## src/sv/fbp_pkg.sv

```systemverilog
// fbp_pkg: shared types, constants and the piece decode of the fen board parser
// no dependencies

package fbp_pkg;

	localparam int ROW_SQUARES = 8;
	localparam int ROW_COUNT   = 8;

	localparam int FILE_W = $clog2(ROW_SQUARES + 1);
	localparam int RANK_W = (ROW_COUNT > 1) ? $clog2(ROW_COUNT) : 1;
	localparam int RUN_W  = 4;
	localparam int SUM_W  = 5;

	localparam logic [7:0] CH_ONE   = 8'h31;
	localparam logic [7:0] CH_EIGHT = 8'h38;
	localparam logic [7:0] CH_SLASH = 8'h2f;
	localparam logic [7:0] CH_WK    = 8'h4b;
	localparam logic [7:0] CH_WQ    = 8'h51;
	localparam logic [7:0] CH_WR    = 8'h52;
	localparam logic [7:0] CH_WB    = 8'h42;
	localparam logic [7:0] CH_WN    = 8'h4e;
	localparam logic [7:0] CH_WP    = 8'h50;
	localparam logic [7:0] CH_BK    = 8'h6b;
	localparam logic [7:0] CH_BQ    = 8'h71;
	localparam logic [7:0] CH_BR    = 8'h72;
	localparam logic [7:0] CH_BB    = 8'h62;
	localparam logic [7:0] CH_BN    = 8'h6e;
	localparam logic [7:0] CH_BP    = 8'h70;

	typedef logic [3:0] piece_t;

	localparam piece_t PC_EMPTY = 4'd0;

	typedef enum logic [2:0] {
		ERR_NONE      = 3'd0,
		ERR_ROW_LONG  = 3'd1,
		ERR_ROW_SHORT = 3'd2,
		ERR_MANY_ROWS = 3'd3,
		ERR_BAD_CHAR  = 3'd4,
		ERR_FEW_ROWS  = 3'd5
	} err_t;

	typedef enum logic [2:0] {
		KIND_END,
		KIND_DIGIT,
		KIND_SLASH,
		KIND_PIECE,
		KIND_BAD
	} kind_t;

	typedef enum logic {
		ST_IDLE,
		ST_RUN
	} state_t;

	typedef struct packed {
		logic load_item;
		logic step;
	} fbp_cmd_t;

	typedef struct packed {
		logic slot_free;
		logic last;
	} fbp_status_t;

	function automatic piece_t piece_of(input logic [7:0] c);
		piece_t pc;
		unique case (c)
			CH_WK:   pc = 4'd1;
			CH_WQ:   pc = 4'd2;
			CH_WR:   pc = 4'd3;
			CH_WB:   pc = 4'd4;
			CH_WN:   pc = 4'd5;
			CH_WP:   pc = 4'd6;
			CH_BK:   pc = 4'd7;
			CH_BQ:   pc = 4'd8;
			CH_BR:   pc = 4'd9;
			CH_BB:   pc = 4'd10;
			CH_BN:   pc = 4'd11;
			CH_BP:   pc = 4'd12;
			default: pc = PC_EMPTY;
		endcase
		return pc;
	endfunction

endpackage

```

## src/sv/fbp_ifs.sv

```systemverilog
// fbp_ifs: valid/ready channel interfaces for characters in and square results out
// no dependencies

interface fbp_in_if;
	logic       valid;
	logic       ready;
	logic [7:0] char_code;
	logic       end_of_string;

	modport source (output valid, output char_code, output end_of_string, input ready);
	modport sink (input valid, input char_code, input end_of_string, output ready);
endinterface

interface fbp_out_if;
	logic       valid;
	logic       ready;
	logic       write_valid;
	logic [2:0] square_file;
	logic [2:0] square_rank;
	logic [3:0] piece_code;
	logic [2:0] error_code;
	logic       last_of_run;

	modport source (output valid, output write_valid, output square_file,
		output square_rank, output piece_code, output error_code,
		output last_of_run, input ready);
	modport sink (input valid, input write_valid, input square_file,
		input square_rank, input piece_code, input error_code,
		input last_of_run, output ready);
endinterface

```

## src/sv/fen_board_parser.sv

```systemverilog
// fen_board_parser: top level, joins controller and datapath to the channels
// depends on fbp_pkg, fbp_ifs, fbp_ctrl, fbp_dp
//
//   channel   dir   payload                                        handshake
//   chars     in    char_code, end_of_string                       valid/ready
//   squares   out   write_valid, square_file, square_rank,         valid/ready
//                   piece_code, error_code, last_of_run
//
// each character is accepted, then its results are stepped out: one result for a
// piece, slash, bad character or end marker, up to eight for a digit run, paced by
// the single output register, filled one transaction per cycle while it is free
// reset sets row position to the top rank, clears file count and sticky error; no clearing pass
// a stall on squares holds the run; chars is ready again once the last result
// is in the output register, while that result still waits to be taken

module fen_board_parser
	import fbp_pkg::*;
(
	input  logic      clk,
	input  logic      arst_n,
	fbp_in_if.sink    chars,
	fbp_out_if.source squares
);

	fbp_cmd_t    cmd;
	fbp_status_t status;
	logic        in_ready;

	assign chars.ready = in_ready;

	fbp_ctrl u_ctrl (
		.clk      (clk),
		.arst_n   (arst_n),
		.in_valid (chars.valid),
		.in_ready (in_ready),
		.status   (status),
		.cmd      (cmd)
	);

	fbp_dp u_dp (
		.clk           (clk),
		.arst_n        (arst_n),
		.cmd           (cmd),
		.status        (status),
		.char_code     (chars.char_code),
		.end_of_string (chars.end_of_string),
		.squares       (squares)
	);

endmodule

```

## src/sv/fbp_ctrl.sv

```systemverilog
// fbp_ctrl: controller state machine, takes one character then steps its results
// depends on fbp_pkg

module fbp_ctrl
	import fbp_pkg::*;
(
	input  logic        clk,
	input  logic        arst_n,
	input  logic        in_valid,
	output logic        in_ready,
	input  fbp_status_t status,
	output fbp_cmd_t    cmd
);

	state_t state_q;
	state_t state_d;

	always_ff @(posedge clk or negedge arst_n) begin
		if (!arst_n) begin
			state_q <= ST_IDLE;
		end else begin
			state_q <= state_d;
		end
	end

	always_comb begin
		state_d       = state_q;
		in_ready      = 1'b0;
		cmd.load_item = 1'b0;
		cmd.step      = 1'b0;
		unique case (state_q)
			ST_IDLE: begin
				in_ready = 1'b1;
				if (in_valid) begin
					cmd.load_item = 1'b1;
					state_d       = ST_RUN;
				end
			end
			ST_RUN: begin
				if (status.slot_free) begin
					cmd.step = 1'b1;
					if (status.last) begin
						state_d = ST_IDLE;
					end
				end
			end
			default: state_d = ST_IDLE;
		endcase
	end

	a_no_load_in_run: assert property (@(posedge clk) disable iff (!arst_n)
		state_q == ST_RUN |-> !cmd.load_item)
		else $error("item loaded while a run is in progress");

	a_step_only_in_run: assert property (@(posedge clk) disable iff (!arst_n)
		cmd.step |-> state_q == ST_RUN && status.slot_free)
		else $error("step issued without a free output slot");

	a_load_starts_run: assert property (@(posedge clk) disable iff (!arst_n)
		cmd.load_item |=> state_q == ST_RUN)
		else $error("accepted item did not start a run");

endmodule

```

## src/sv/fbp_dp.sv

```systemverilog
// fbp_dp: datapath with item decode, parse state, run counter and output register
// depends on fbp_pkg and fbp_ifs

module fbp_dp
	import fbp_pkg::*;
(
	input  logic        clk,
	input  logic        arst_n,
	input  fbp_cmd_t    cmd,
	output fbp_status_t status,
	input  logic [7:0]  char_code,
	input  logic        end_of_string,
	fbp_out_if.source   squares
);

	kind_t              kind_q;
	logic [RUN_W-1:0]   left_q;
	piece_t             pc_q;
	logic [FILE_W-1:0]  file_q;
	logic [RANK_W-1:0]  rank_q;
	err_t               err_q;

	logic               out_valid_q;
	logic               wv_q;
	logic [2:0]         file_out_q;
	logic [2:0]         rank_out_q;
	piece_t             pc_out_q;
	err_t               err_out_q;
	logic               last_out_q;

	kind_t              kind_d;
	piece_t             pc_dec;
	logic [SUM_W-1:0]   run_end;
	logic [FILE_W+2:0]  file_wide;
	logic [RANK_W+2:0]  rank_wide;

	logic               res_wv;
	err_t               res_err;
	logic               res_last;
	logic [FILE_W-1:0]  file_d;
	logic [RANK_W-1:0]  rank_d;
	err_t               err_d;
	logic [RUN_W-1:0]   left_d;

	assign pc_dec = piece_of(char_code);

	always_comb begin
		if (end_of_string) begin
			kind_d = KIND_END;
		end else if (char_code >= CH_ONE && char_code <= CH_EIGHT) begin
			kind_d = KIND_DIGIT;
		end else if (char_code == CH_SLASH) begin
			kind_d = KIND_SLASH;
		end else if (pc_dec != PC_EMPTY) begin
			kind_d = KIND_PIECE;
		end else begin
			kind_d = KIND_BAD;
		end
	end

	// item register, written on acceptance; the run counter also counts down on each step
	always_ff @(posedge clk) begin
		if (cmd.load_item) begin
			kind_q <= kind_d;
			pc_q   <= pc_dec;
			left_q <= (kind_d == KIND_DIGIT) ? char_code[RUN_W-1:0] : RUN_W'(1);
		end else if (cmd.step) begin
			left_q <= left_d;
		end
	end

	assign run_end   = SUM_W'(file_q) + SUM_W'(left_q);
	assign file_wide = {3'b000, file_q};
	assign rank_wide = {3'b000, rank_q};

	always_comb begin
		res_wv   = 1'b0;
		res_last = 1'b1;
		file_d   = file_q;
		rank_d   = rank_q;
		err_d    = err_q;
		left_d   = left_q;
		res_err  = err_q;
		if (kind_q == KIND_END) begin
			if (err_q == ERR_NONE) begin
				if (rank_q != '0) begin
					res_err = ERR_FEW_ROWS;
				end else if (SUM_W'(file_q) != SUM_W'(ROW_SQUARES)) begin
					res_err = ERR_ROW_SHORT;
				end
			end
			file_d = '0;
			rank_d = RANK_W'(ROW_COUNT - 1);
			err_d  = ERR_NONE;
		end else if (err_q == ERR_NONE) begin
			case (kind_q)
				KIND_DIGIT, KIND_PIECE: begin
					if (run_end > SUM_W'(ROW_SQUARES)) begin
						err_d = ERR_ROW_LONG;
					end else begin
						res_wv   = 1'b1;
						res_last = (left_q == RUN_W'(1));
						file_d   = FILE_W'(file_q + 1'b1);
						left_d   = RUN_W'(left_q - 1'b1);
					end
				end
				KIND_SLASH: begin
					if (SUM_W'(file_q) != SUM_W'(ROW_SQUARES)) begin
						err_d = ERR_ROW_SHORT;
					end else if (rank_q == '0) begin
						err_d = ERR_MANY_ROWS;
					end else begin
						file_d = '0;
						rank_d = RANK_W'(rank_q - 1'b1);
					end
				end
				default: err_d = ERR_BAD_CHAR;
			endcase
			res_err = err_d;
		end
	end

	assign status.slot_free = !out_valid_q || squares.ready;
	assign status.last      = res_last;

	always_ff @(posedge clk or negedge arst_n) begin
		if (!arst_n) begin
			file_q      <= '0;
			rank_q      <= RANK_W'(ROW_COUNT - 1);
			err_q       <= ERR_NONE;
			out_valid_q <= 1'b0;
		end else begin
			if (cmd.step) begin
				file_q      <= file_d;
				rank_q      <= rank_d;
				err_q       <= err_d;
				out_valid_q <= 1'b1;
			end else if (squares.ready) begin
				out_valid_q <= 1'b0;
			end
		end
	end

	always_ff @(posedge clk) begin
		if (cmd.step) begin
			wv_q       <= res_wv;
			file_out_q <= res_wv ? file_wide[2:0] : 3'd0;
			rank_out_q <= res_wv ? rank_wide[2:0] : 3'd0;
			pc_out_q   <= (res_wv && kind_q == KIND_PIECE) ? pc_q : PC_EMPTY;
			err_out_q  <= res_err;
			last_out_q <= res_last;
		end
	end

	assign squares.valid       = out_valid_q;
	assign squares.write_valid = wv_q;
	assign squares.square_file = file_out_q;
	assign squares.square_rank = rank_out_q;
	assign squares.piece_code  = pc_out_q;
	assign squares.error_code  = err_out_q;
	assign squares.last_of_run = last_out_q;

	a_file_bound: assert property (@(posedge clk) disable iff (!arst_n)
		SUM_W'(file_q) <= SUM_W'(ROW_SQUARES))
		else $error("file count past row length");

	a_write_no_error: assert property (@(posedge clk) disable iff (!arst_n)
		squares.valid && squares.write_valid |-> squares.error_code == ERR_NONE)
		else $error("square write carries an error");

	a_sticky_holds: assert property (@(posedge clk) disable iff (!arst_n)
		cmd.step && kind_q != KIND_END && err_q != ERR_NONE |=> err_q == $past(err_q))
		else $error("sticky error changed before end of string");

	a_step_fills_slot: assert property (@(posedge clk) disable iff (!arst_n)
		cmd.step |=> squares.valid)
		else $error("step did not fill the output register");

endmodule
```

## src/flat_wrapper.sv

```systemverilog
// flat-port wrapper written by rule: the top's interface ports become plain ports
module fen_board_parser_flat import fbp_pkg::*;
  (clk, arst_n, chars_valid, chars_char_code, chars_end_of_string, chars_ready, squares_valid, squares_write_valid, squares_square_file, squares_square_rank, squares_piece_code, squares_error_code, squares_last_of_run, squares_ready);
  fbp_in_if chars_i ();
  fbp_out_if squares_i ();
  input  logic clk;
  input  logic arst_n;
  input wire logic [$bits(chars_i.valid)-1:0] chars_valid;
  input wire logic [$bits(chars_i.char_code)-1:0] chars_char_code;
  input wire logic [$bits(chars_i.end_of_string)-1:0] chars_end_of_string;
  output wire logic [$bits(chars_i.ready)-1:0] chars_ready;
  output wire logic [$bits(squares_i.valid)-1:0] squares_valid;
  output wire logic [$bits(squares_i.write_valid)-1:0] squares_write_valid;
  output wire logic [$bits(squares_i.square_file)-1:0] squares_square_file;
  output wire logic [$bits(squares_i.square_rank)-1:0] squares_square_rank;
  output wire logic [$bits(squares_i.piece_code)-1:0] squares_piece_code;
  output wire logic [$bits(squares_i.error_code)-1:0] squares_error_code;
  output wire logic [$bits(squares_i.last_of_run)-1:0] squares_last_of_run;
  input wire logic [$bits(squares_i.ready)-1:0] squares_ready;
  assign chars_i.valid = chars_valid;
  assign chars_i.char_code = chars_char_code;
  assign chars_i.end_of_string = chars_end_of_string;
  assign chars_ready = chars_i.ready;
  assign squares_valid = squares_i.valid;
  assign squares_write_valid = squares_i.write_valid;
  assign squares_square_file = squares_i.square_file;
  assign squares_square_rank = squares_i.square_rank;
  assign squares_piece_code = squares_i.piece_code;
  assign squares_error_code = squares_i.error_code;
  assign squares_last_of_run = squares_i.last_of_run;
  assign squares_i.ready = squares_ready;
  fen_board_parser u_core (.clk(clk), .arst_n(arst_n), .chars(chars_i), .squares(squares_i));
endmodule
```

## config.mk

```make
export PLATFORM = sky130hd
export DESIGN_NAME = fen_board_parser_flat
export DESIGN_NICKNAME = d
export VERILOG_FILES = /design/src/sv/fbp_pkg.sv /design/src/sv/fbp_ifs.sv /design/src/sv/fen_board_parser.sv /design/src/sv/fbp_ctrl.sv /design/src/sv/fbp_dp.sv /design/src/flat_wrapper.sv
export SDC_FILE = /design/constraint.sdc
export NUM_CORES = 1
export LEC_CHECK = 0
export BUFFER_PORTS_ARGS = -buffer_cell sky130_fd_sc_hd__buf_4
export CAP_MARGIN = 5
export CORE_ASPECT_RATIO = 1.2
export CORE_MARGIN = 4
export CORE_UTILIZATION = 45
export DETAILED_ROUTE_END_ITERATION = 10
export PLACE_DENSITY = 0.65
export SYNTH_ARGS = -nofsm -noshare
export SYNTH_HDL_FRONTEND = slang
export SYNTH_SLANG_ARGS = --single-unit
```

## constraint.sdc

```tcl
create_clock -name clk -period 4.6 [get_ports clk]
set_clock_uncertainty 0.15 [all_clocks]
set_input_delay 0.46 -clock clk [delete_from_list [all_inputs] [get_ports clk]]
set_output_delay 0.46 -clock clk [all_outputs]
set_load 0.02 [all_outputs]
```

==> Word level (Yosys, flattened, before mapping) <==
Cells that the tools add are included.
{ "word_totals": {"regBits": 38, "input_bits": 13, "output_inout_bits": 17} }
{ "op_classes": {"addsub": 4, "magnitude_cmp": 3, "eq_ne": 26, "muxes": 51, "n_bitwise": 1, "reduce_logical": 20} }
{ "op_table": {"columns": ["cell", "n"], "rows": [
  ["8-bit by 7-bit == test with 1-bit output (second input constant)", 12],
  ["3-bit two-way mux", 18],
  ["4-bit two-way mux", 12],
  ["4-bit one-hot mux with 12 select lines", 1],
  ["1-bit two-way mux", 17],
  ["2-bit nonzero test", 6],
  ["5-bit AND reduction", 2],
  ["3-bit logical NOT", 3],
  ["3-bit != test (second input constant)", 3],
  ["8-bit by 6-bit == test with 1-bit output (second input constant)", 1],
  ["8-bit by 6-bit greater-or-equal comparator with 1-bit output (second input constant)", 1],
  ["8-bit by 6-bit <= comparator with 1-bit output (second input constant)", 1],
  ["4-bit one-hot mux with 2 select lines", 1],
  ["3-bit by 1-bit == test with 1-bit output (second input constant)", 2],
  ["3-bit by 2-bit == test with 1-bit output (second input constant)", 2],
  ["3-bit one-hot mux with 2 select lines", 1],
  ["6-bit AND reduction", 1],
  ["3-bit nonzero test", 2],
  ["4-bit by 4-bit adder with 5-bit output", 1],
  ["5-bit by 4-bit greater-than comparator with 1-bit output (second input constant)", 1],
  ["4-bit by 1-bit adder with 4-bit output (second input constant)", 1],
  ["4-bit by 1-bit == test with 1-bit output (second input constant)", 1],
  ["2-bit by 1-bit != test with 1-bit output (second input constant)", 2],
  ["2-bit != test (second input constant)", 2],
  ["10 further kinds", 11]
]} }

==> Logic depth before layout (Yosys ltp) <==
Gate-level depths: netlist (run 1).
{ "depth": {"depth_word": 10, "ltp_mapped": 9, "depth_no_buf": 8} }

==> Modules after synthesis <==
From an unflattened synthesis (run 1), not the netlist that was laid out.
{ "hier_totals": {"hier_cells": 222, "hier_area_um2": 2294.7} }
{ "modules_own_cells": {"columns": ["mod", "instances", "cells_each", "area_each_um2", "seq_area_each_um2"], "rows": [
  ["fbp_dp", 1, 216, 2235.9, 1059.8],
  ["fbp_ctrl", 1, 6, 58.8, 25.0]
]} }

==> Worst setup path after synthesis (run 1) <==
No wires, ideal clock.
{ "synth_path": {"kind": "register to register", "start": "register u_core.u_dp.file_q[0]", "end": "register u_core.u_dp.last_out_q, in the netlist u_core.u_dp.squares.last_of_run, data pin", "setup_ns": 0.275, "arrival_time_ns": 1.974, "setup_slack_ns": 2.202, "stages_incl_launch_ff": 8, "path_buffers": 0, "synth_period_minus_slack_ns": 2.398, "cell_sequence": "dfrtp_1 -> ha_1 -> inv_1 -> fa_1 -> nor2b_1 -> a221oi_1 -> and2_1 -> or4_4"} }
{ "synth_via": {"elab_chain_cells": 6} }
{ "synth_lines": {"columns": ["item", "line_no", "rtl"], "rows": [
  ["start, declared", "fbp_dp.sv:19", "logic [FILE_W-1:0] file_q;"],
  ["start signal, assigned", "fbp_dp.sv:134", "file_q <= file_d;"],
  ["4-bit by 4-bit adder with 5-bit output", "fbp_dp.sv:72", "assign run_end = SUM_W'(file_q) + SUM_W'(left_q);"],
  ["5-bit by 4-bit greater-than comparator with 1-bit output", "fbp_dp.sv:98", "if (run_end > SUM_W'(ROW_SQUARES)) begin"],
  ["1-bit two-way mux", "fbp_dp.sv:98", null],
  ["1-bit two-way mux", "fbp_dp.sv:96", "case (kind_q)"],
  ["1-bit two-way mux", "fbp_dp.sv:95", "end else if (err_q == ERR_NONE) begin"],
  ["1-bit two-way mux", "fbp_dp.sv:84", "if (kind_q == KIND_END) begin"],
  ["via u_core.u_dp.res_last", "fbp_dp.sv:39", "logic res_last;"],
  ["end signal, assigned", "fbp_dp.sv:151", "last_out_q <= res_last;"],
  ["end, declared", "fbp_dp.sv:29", "logic last_out_q;"]
]} }
The timed path passes the listed nets, and every way through them passes these cells.
A chain may end at the register's enable or synchronous reset.

==> Final worst setup path (run 1) <==
{ "layout_path": {"start": "register u_core.u_dp.left_q[0]", "end": "register u_core.u_dp.left_q[2] (enable)"} }
{ "layout_via": {"elab_chain_cells": 4} }
{ "layout_lines": {"columns": ["item", "line_no", "rtl"], "rows": [
  ["start, declared", "fbp_dp.sv:17", "logic [RUN_W-1:0] left_q;"],
  ["start signal, assigned", "fbp_dp.sv:66", "left_q <= (kind_d == KIND_DIGIT) ? char_code[RUN_W-1:0] : RUN_W'(1);"],
  ["start signal, assigned", "fbp_dp.sv:68", "left_q <= left_d;"],
  ["4-bit by 4-bit adder with 5-bit output", "fbp_dp.sv:72", null],
  ["5-bit by 4-bit greater-than comparator with 1-bit output", "fbp_dp.sv:98", null],
  ["2-bit by 1-bit != test with 1-bit output (no source line)", null, null],
  ["5-bit AND reduction (no source line)", null, null]
]} }
Every way passes these cells.

==> metrics.csv, run 1 <==
stage;metric;value;unit
routing;Final ANT Viol Nets;0;
setup_path;Crit path arrival time;2.45;ns
logic_synthesis;Avg Cell Area, Syn;10.3;um2
logic_synthesis;asr flop ratio synth;31.6;%
sta;max-slew violation count;0;
clock_tree;Clock Tree Buf Depth;2;
logic_synthesis;sequential area share after synthesis;50.4;%
logic_synthesis;Post-synth EDFFs;26;
die;DIE HEIGHT;83.8;um
die;die width;71.1;um
routing;WL/cell;14.1;um
setup_path;Critical Path Start Type;flop;
global_routing;first-pass GRT wire length;7130;um
logic_synthesis;Synth Register Bits;38;
logic_synthesis;Mapped Area;2150;um2
final_layout;synthesis-to-layout area growth;18.4;%
placement;count of placed standard cells including taps;289;
logic_synthesis;post-synth top area share;36.3;%
sta;RSZ-0062 raised after global routing;false;
die;Initial Util;46.8;%
final_layout;Multi-input gate area;991;um2
sta;clock period minus worst slack;2.62;ns
clock_tree;post-CTS setup buffers;0;
sta;final-report hold violation count;0;
run_status;status;completed;
sta;worst relative slew slack;40.5;%
clock_tree;Inserted Clock Buffers;5;
routing;final wirelength;4190;um
setup_path;Worst setup EP type;flop;
logic_synthesis;synth top area cells;edfxtp_1 (36%), dfrtp_1 (10%), ha_1 (5.8%);
clock_tree;clk slew on worst S/H paths;0.07;ns
global_routing;GRT overflow;0;
placement;routability congestion estimate;0.814;
logic_synthesis;Yosys top cell by area;edfxtp_1;
routing;routed via count;1618;
global_routing;total routing usage reported by global routing;15.2;%
die;num rows;27;
global_routing;vias in the first global route;1549;
die;full die area;5960;um2
logic_synthesis;synth unique cells;51;
clock_tree;post-CTS sizing;0;
die;number of I/O pins;30;
final_layout;share of layout cells above drive strength 1;19.2;%
clock_tree;Skew-Pair Late Insertion Delay;0.29;ns
sta;Final period util;56.9;%
hold_path;hold crit path type;in2reg;
pwr;Power Total;1.50;mW
routing;vias per cell;5.43;
logic_synthesis;cell with the most instances after synthesis;edfxtp_1;
routing;DRC;0;
final_layout;FF/Latch Area;1080;um2
clock_tree;Post-CTS Hold Buffers;1;
pwr;PwrDens;590;nW/um2
setup_path;Worst EP required;4.43;ns
logic_synthesis;synth cell count leaders;edfxtp_1 (26), nand2_1 (16), nor2_1 (14);
placement;Final HPWL DP;3230;um
final_layout;antenna diode count;0;
pwr;leakage;1.03;nW
logic_synthesis;Synth Instances;208;
clock_tree;H-tree depth;2;
clock_tree;CTS sink cnt;38;
sta;slew at the pin with the worst max-slew slack;0.892;ns
sta;setup violators final;0;
logic_synthesis;Ys Warns;0;
routing;DR iter-0 viols;123;
placement;I/O Buffers;29;
logic_synthesis;post-synth net total;232;
final_layout;final non-filler cell total;298;
die;CORE AREA;4590;um2
sta;Max Fclk;382;MHz
routing;drt first pass iters;4;
pwr;Max VDD drop;0.272;mV
final_layout;Final #Nets;263;
setup_path;CP Max Fanout;13;
logic_synthesis;Top FF cell, synth;edfxtp_1;
global_routing;antenna violations before repair;0;
sta;setup_tns;0;ns
final_layout;fillers;437;
setup_path;CP Class;reg2reg;
global_routing;largest net degree at the start of global routing;22;
clock_tree;CTS tree;done;
clock_tree;clock root cell;clkbuf_8;
job;max cap viols;0;
flip-flops by register name (all words and copies together), names as in the netlist:
name,flops
u_core.u_dp.rank_q,3
u_core.u_dp.kind_q,3
u_core.u_dp.file_q,4
u_core.u_dp.squares.square_rank,3
u_core.u_dp.squares.square_file,3
u_core.u_dp.squares.piece_code,4
u_core.u_ctrl.state_q,1
u_core.u_dp.squares.last_of_run,1
u_core.u_dp.err_q,3
u_core.u_dp.pc_q,4
u_core.u_dp.squares.error_code,3
u_core.u_dp.squares.valid,1
u_core.u_dp.left_q,4
u_core.u_dp.squares.write_valid,1
cell type report:
type                    instances  area share, %
clock buffers                   7           3.39
clock inverters                 1           1.18
inverters                      13           1.91
multi-input cells             150           38.9
flip-flops and latches         38           42.6
well taps                      58           2.85
repair buffers                 31           9.23
power by group:
part	total, mW	switching (mW)	internal (mW)
Clock	0.286	0.109	0.177
Sequential	0.622	0.0959	0.526
Combinational	0.596	0.346	0.249
layer usage:
layer | GRT usage (%) | up-vias | part of all wire [%]
met2 | 25.0 | 38 | 50
met5 | 0 | - | 0
met4 | 6.67 | 0 | 2.5
li1 | - | 818 | -
met1 | 18.6 | 752 | 44
met3 | 3.73 | 10 | 4.4
layout by cell type, fill, tap and decap left out, drive strengths merged, types with 2 or more instances in the layout:
master  Yosys  layout
a211oi      4       4
xnor2       2       2
nand2b      5       5
and3        5       5
xor2        3       3
nor3        4       4
o22ai       3       3
nor3b       5       5
nor2b       4       4
ha         10      10
a21oi      14      14
and2       12      12
nand2      16      16
o21ai       7       7
or4         2       2
buf         1      30
inv        13      13
nand3b      4       4
clkbuf      6       7
a31oi       5       5
dfrtp       9       9
edfxtp     26      26
nor2       15      15
o31ai       3       3
a22oi       2       2
dfstp       3       3
o21bai      2       2
nand3       4       4
metrics by stage:
stage / instance area [um2] / hold slack (ns) / worst slack, ns / utilization, %
finish: 2550 / 0.325 / 1.98 / 55.5
global route: 2550 / 0.320 / 1.80 / 55.5
CTS: 2550 / 0.311 / 1.97 / 55.5
detailed placement: 2420 / 0.168 / 1.98 / 52.7
global placement: 2420 / 0.170 / 2.06 / 52.7
floorplan: 2150 / 0.0144 / 2.20 / -
cell families after synthesis:
logic type / synth area share, %
simple gates: 21.5
compound gates: 14.8
flops: 50.4
buf+inv: 3.55
fa+ha+maj: 6.74
xor+xnor: 2.04
mux: 0.988
path summary, 6_finish.rpt:
path / from / end / slack, ns / depth (start not counted)
max in group asynchronous: arst_n / u_core.u_dp.rank_q[0] / 3.66 / 2
min in group asynchronous: arst_n / u_core.u_dp.squares.valid / 0.40 / 2
setup reg to reg: u_core.u_dp.left_q[0] / u_core.u_dp.left_q[2] / 1.98 / 9
setup / recovery: u_core.u_dp.left_q[0] / u_core.u_dp.left_q[2] / 1.98 / 9
hold / removal: chars_end_of_string / u_core.u_dp.kind_q[0] / 0.33 / 2
hold reg to reg: u_core.u_dp.rank_q[1] / u_core.u_dp.rank_q[1] / 0.36 / 2
worst max-delay path, stage by stage (launching register included):
cell and delay, ns:
edfxtp_1 0.44, ha_1 0.19, inv_1 0.05, fa_1 0.46, nor2b_1 0.12, a221oi_1 0.09, a211oi_1 0.24, buf_4 0.21
nand2_1 0.11, nand2_1 0.24
Power figures use the tool's default switching activity.
==> run 2, diff against run 1 <==
--- a/config.mk
+++ b/config.mk
@@ -11,7 +11,7 @@
 export CORE_MARGIN = 4
 export CORE_UTILIZATION = 45
 export DETAILED_ROUTE_END_ITERATION = 10
-export PLACE_DENSITY = 0.65
+export PLACE_DENSITY = 0.68
 export SYNTH_ARGS = -nofsm -noshare
 export SYNTH_HDL_FRONTEND = slang
 export SYNTH_SLANG_ARGS = --single-unit
==> constraint.sdc (replaced) <==
create_clock -name clk -period 2.36 [get_ports clk]
set_clock_uncertainty 0.15 [all_clocks]
set_input_delay 0.236 -clock clk [delete_from_list [all_inputs] [get_ports clk]]
set_output_delay 0.236 -clock clk [all_outputs]
set_load 0.02 [all_outputs]
==> metrics.csv, run 2 (same netlist as run 1, synthesis figures left out) <==
stage;metric;value;unit;change
pwr;PwrDens;1220;nW/um2;+110%
routing;WL/cell;13.8;um;-1.7%
die;DIE HEIGHT;83.8;um;unchanged
setup_path;CP Max Fanout;2;;-11
run_status;failing checks;negative setup slack;;
final_layout;antenna diode count;0;;unchanged
routing;vias per cell;5.37;;-1.0%
sta;RSZ-0062 raised after global routing;true;;
clock_tree;H-tree depth;2;;unchanged
routing;DRC;0;;unchanged
setup_path;FF-to-FF End;u_core.u_dp.squares.last_of_run;;
routing;Final ANT Viol Nets;0;;unchanged
pwr;Power Total;3.40;mW;+130%
hold_path;hold crit path type;in2reg;;
pwr;Max VDD drop;0.490;mV;+80%
setup_path;Crit path arrival time;2.32;ns;-0.13 ns
hold_path;HP Start;chars_valid;;
global_routing;antenna violations before repair;0;;unchanged
setup_path;Critical Path Start Type;flop;;
sta;setup ws final;-0.0886;ns;-2.07 ns
global_routing;total routing usage reported by global routing;15.6;%;+0.44 points
die;die width;71.1;um;unchanged
routing;drt first pass iters;4;;unchanged
job;max cap viols;0;;unchanged
setup_path;CP Launch Point;u_core.u_dp.left_q[0];;
global_routing;largest net degree at the start of global routing;17;;-23%
final_layout;synthesis-to-layout area growth;29.9;%;
clock_tree;Clock Tree Buf Depth;2;;unchanged
pwr;sequential power share;34.6;%;-6.8 points
placement;routability congestion estimate;0.849;;+4.3%
sta;slew at the pin with the worst max-slew slack;0.411;ns;-0.481 ns
routing;DR iter-0 viols;82;;-33%
setup_path;Worst EP required;2.23;ns;-2.20 ns
setup_path;CP Class;reg2reg;;
run_status;status;complete, but fails checks;;
global_routing;GRT overflow;0;;unchanged
pwr;Clock power frac;19.2;%;+0.2 points
final_layout;most frequent cells in the layout;buf_4 (46), edfxtp_1 (26), nand2_1 (15);;
sta;Final period util;104;%;+47 points
pwr;Net Switching;1.22;mW;+120%
sta;clock period minus worst slack;2.45;ns;-0.171 ns
pwr;Sw Share;35.9;%;-0.79 points
setup_path;Worst setup EP type;flop;;
final_layout;most common cell after layout, fill and taps aside;buf_4;;
sta;Max Fclk;408;MHz;+7.0%
clock_tree;CTS sink cnt;38;;unchanged
die;full die area;5960;um2;unchanged
sta;final hold slack;0.0549;ns;-0.270 ns
die;CORE AREA;4590;um2;unchanged
routing;final wirelength;4350;um;+3.9%
routing;routed via count;1693;;+4.6%
final_layout;Core Util, Final;60.8;%;+5.4 points
sta;setup violators final;16;;+16
die;Initial Util;46.8;%;unchanged
global_routing;vias in the first global route;1658;;+7.0%
sta;final-report hold violation count;0;;unchanged
clock_tree;clk slew on worst S/H paths;0.07;ns;about the same
placement;I/O Buffers;29;;unchanged
setup_path;Reg-to-Reg Start;u_core.u_dp.left_q[0];;
hold_path;WHS Path Cells;3;;+1
setup_path;worst reg2reg path depth;7;;-2
placement;Final HPWL DP;3230;um;+0.26%
clock_tree;clock root cell;clkbuf_8;;
sta;worst relative slew slack;72.5;%;+32 points
sta;max-slew violation count;0;;unchanged
pwr;Cell Int Power;2.18;mW;+130%
pwr;combinational power share;46.2;%;+6.6 points
global_routing;first-pass GRT wire length;7250;um;+1.7%
final_layout;Final #Nets;280;;+6.5%
clock_tree;CTS tree;done;;
clock_tree;Inserted Clock Buffers;5;;unchanged
die;number of I/O pins;30;;unchanged
setup_path;Critical Path Sink;u_core.u_dp.squares.last_of_run;;
pwr;leakage;1.14;nW;+10%
final_layout;share of layout cells above drive strength 1;33.5;%;+14 points
clock_tree;Skew-Pair Late Insertion Delay;0.29;ns;about the same
die;num rows;27;;unchanged
setup_path;Worst R2R Setup Slack;-0.09;ns;-2.07 ns
## run 2: cell types whose count changed in the layout (fill, tap and decap cells not counted), moves of 4 or more
cell / delta
buf_4: +16
and2_1: -6
and2_4: +6
and3_1: -4
and3_4: +4
## run 2: timing repair
item,CTS,global route
resized for setup,4,21
pin swaps,3,18
setup buffers,0,3
hold endpoints to repair,12,0
endpoints found under the setup margin,16,23
hold buffers,1,0
## run 2: worst max-delay path, cell delays in order, from the launching register on
cell      delay [ns]
edfxtp_1        0.36
ha_2            0.19
inv_2           0.04
fa_2            0.52
nor2b_4         0.17
a221oi_4        0.08
and2_4          0.15
or4_4           0.52
## run 2: worst min path at each step
stage,end
2_1_floorplan,u_core.u_ctrl.state_q
3_3_place_gp,u_core.u_dp.file_q[3]
3_5_place_dp,u_core.u_dp.file_q[0]
4_1_cts,u_core.u_ctrl.state_q
5_1_grt,u_core.u_ctrl.state_q
6_report,u_core.u_ctrl.state_q
## run 2: layer usage
metal	track usage (%)	part of all wire, %	vias to the layer above
li1	-	-	855
met5	0	0	-
met2	27.6	52	37
met3	3.98	4.4	9
met1	17.1	41	792
met4	7.35	2.3	0
## run 2: final cells by class
cell class              instances  area (um2)
clock buffers                   5        68.8
flip-flops and latches         38        1080
clock inverters                 3        68.8
multi-input cells             150        1080
repair buffers                 48         367
inverters                      13        48.8
fillers                       415        1800
well taps                      58        72.6
## run 2: metrics by stage
step                area [um2]  TNS [ns]  setup slack [ns]  instances
floorplan                 2150   -0.0281           -0.0191        208
global placement          2530    -0.518           -0.0945        303
detailed placement        2530     -1.41            -0.164        303
CTS                       2690   -0.0122           -0.0122        312
global route              2800     -1.70            -0.138        315
finish                    2800    -0.579           -0.0886        315
## run 2: power groups by stage
stage	combinational (mW)	clock, mW	sequential, mW
floorplan	0.700	0	1.30
global placement	1.33	0	1.19
detailed placement	1.34	0	1.19
CTS	1.38	0.665	1.18
global route	1.72	0.691	1.21
finish	1.57	0.652	1.18
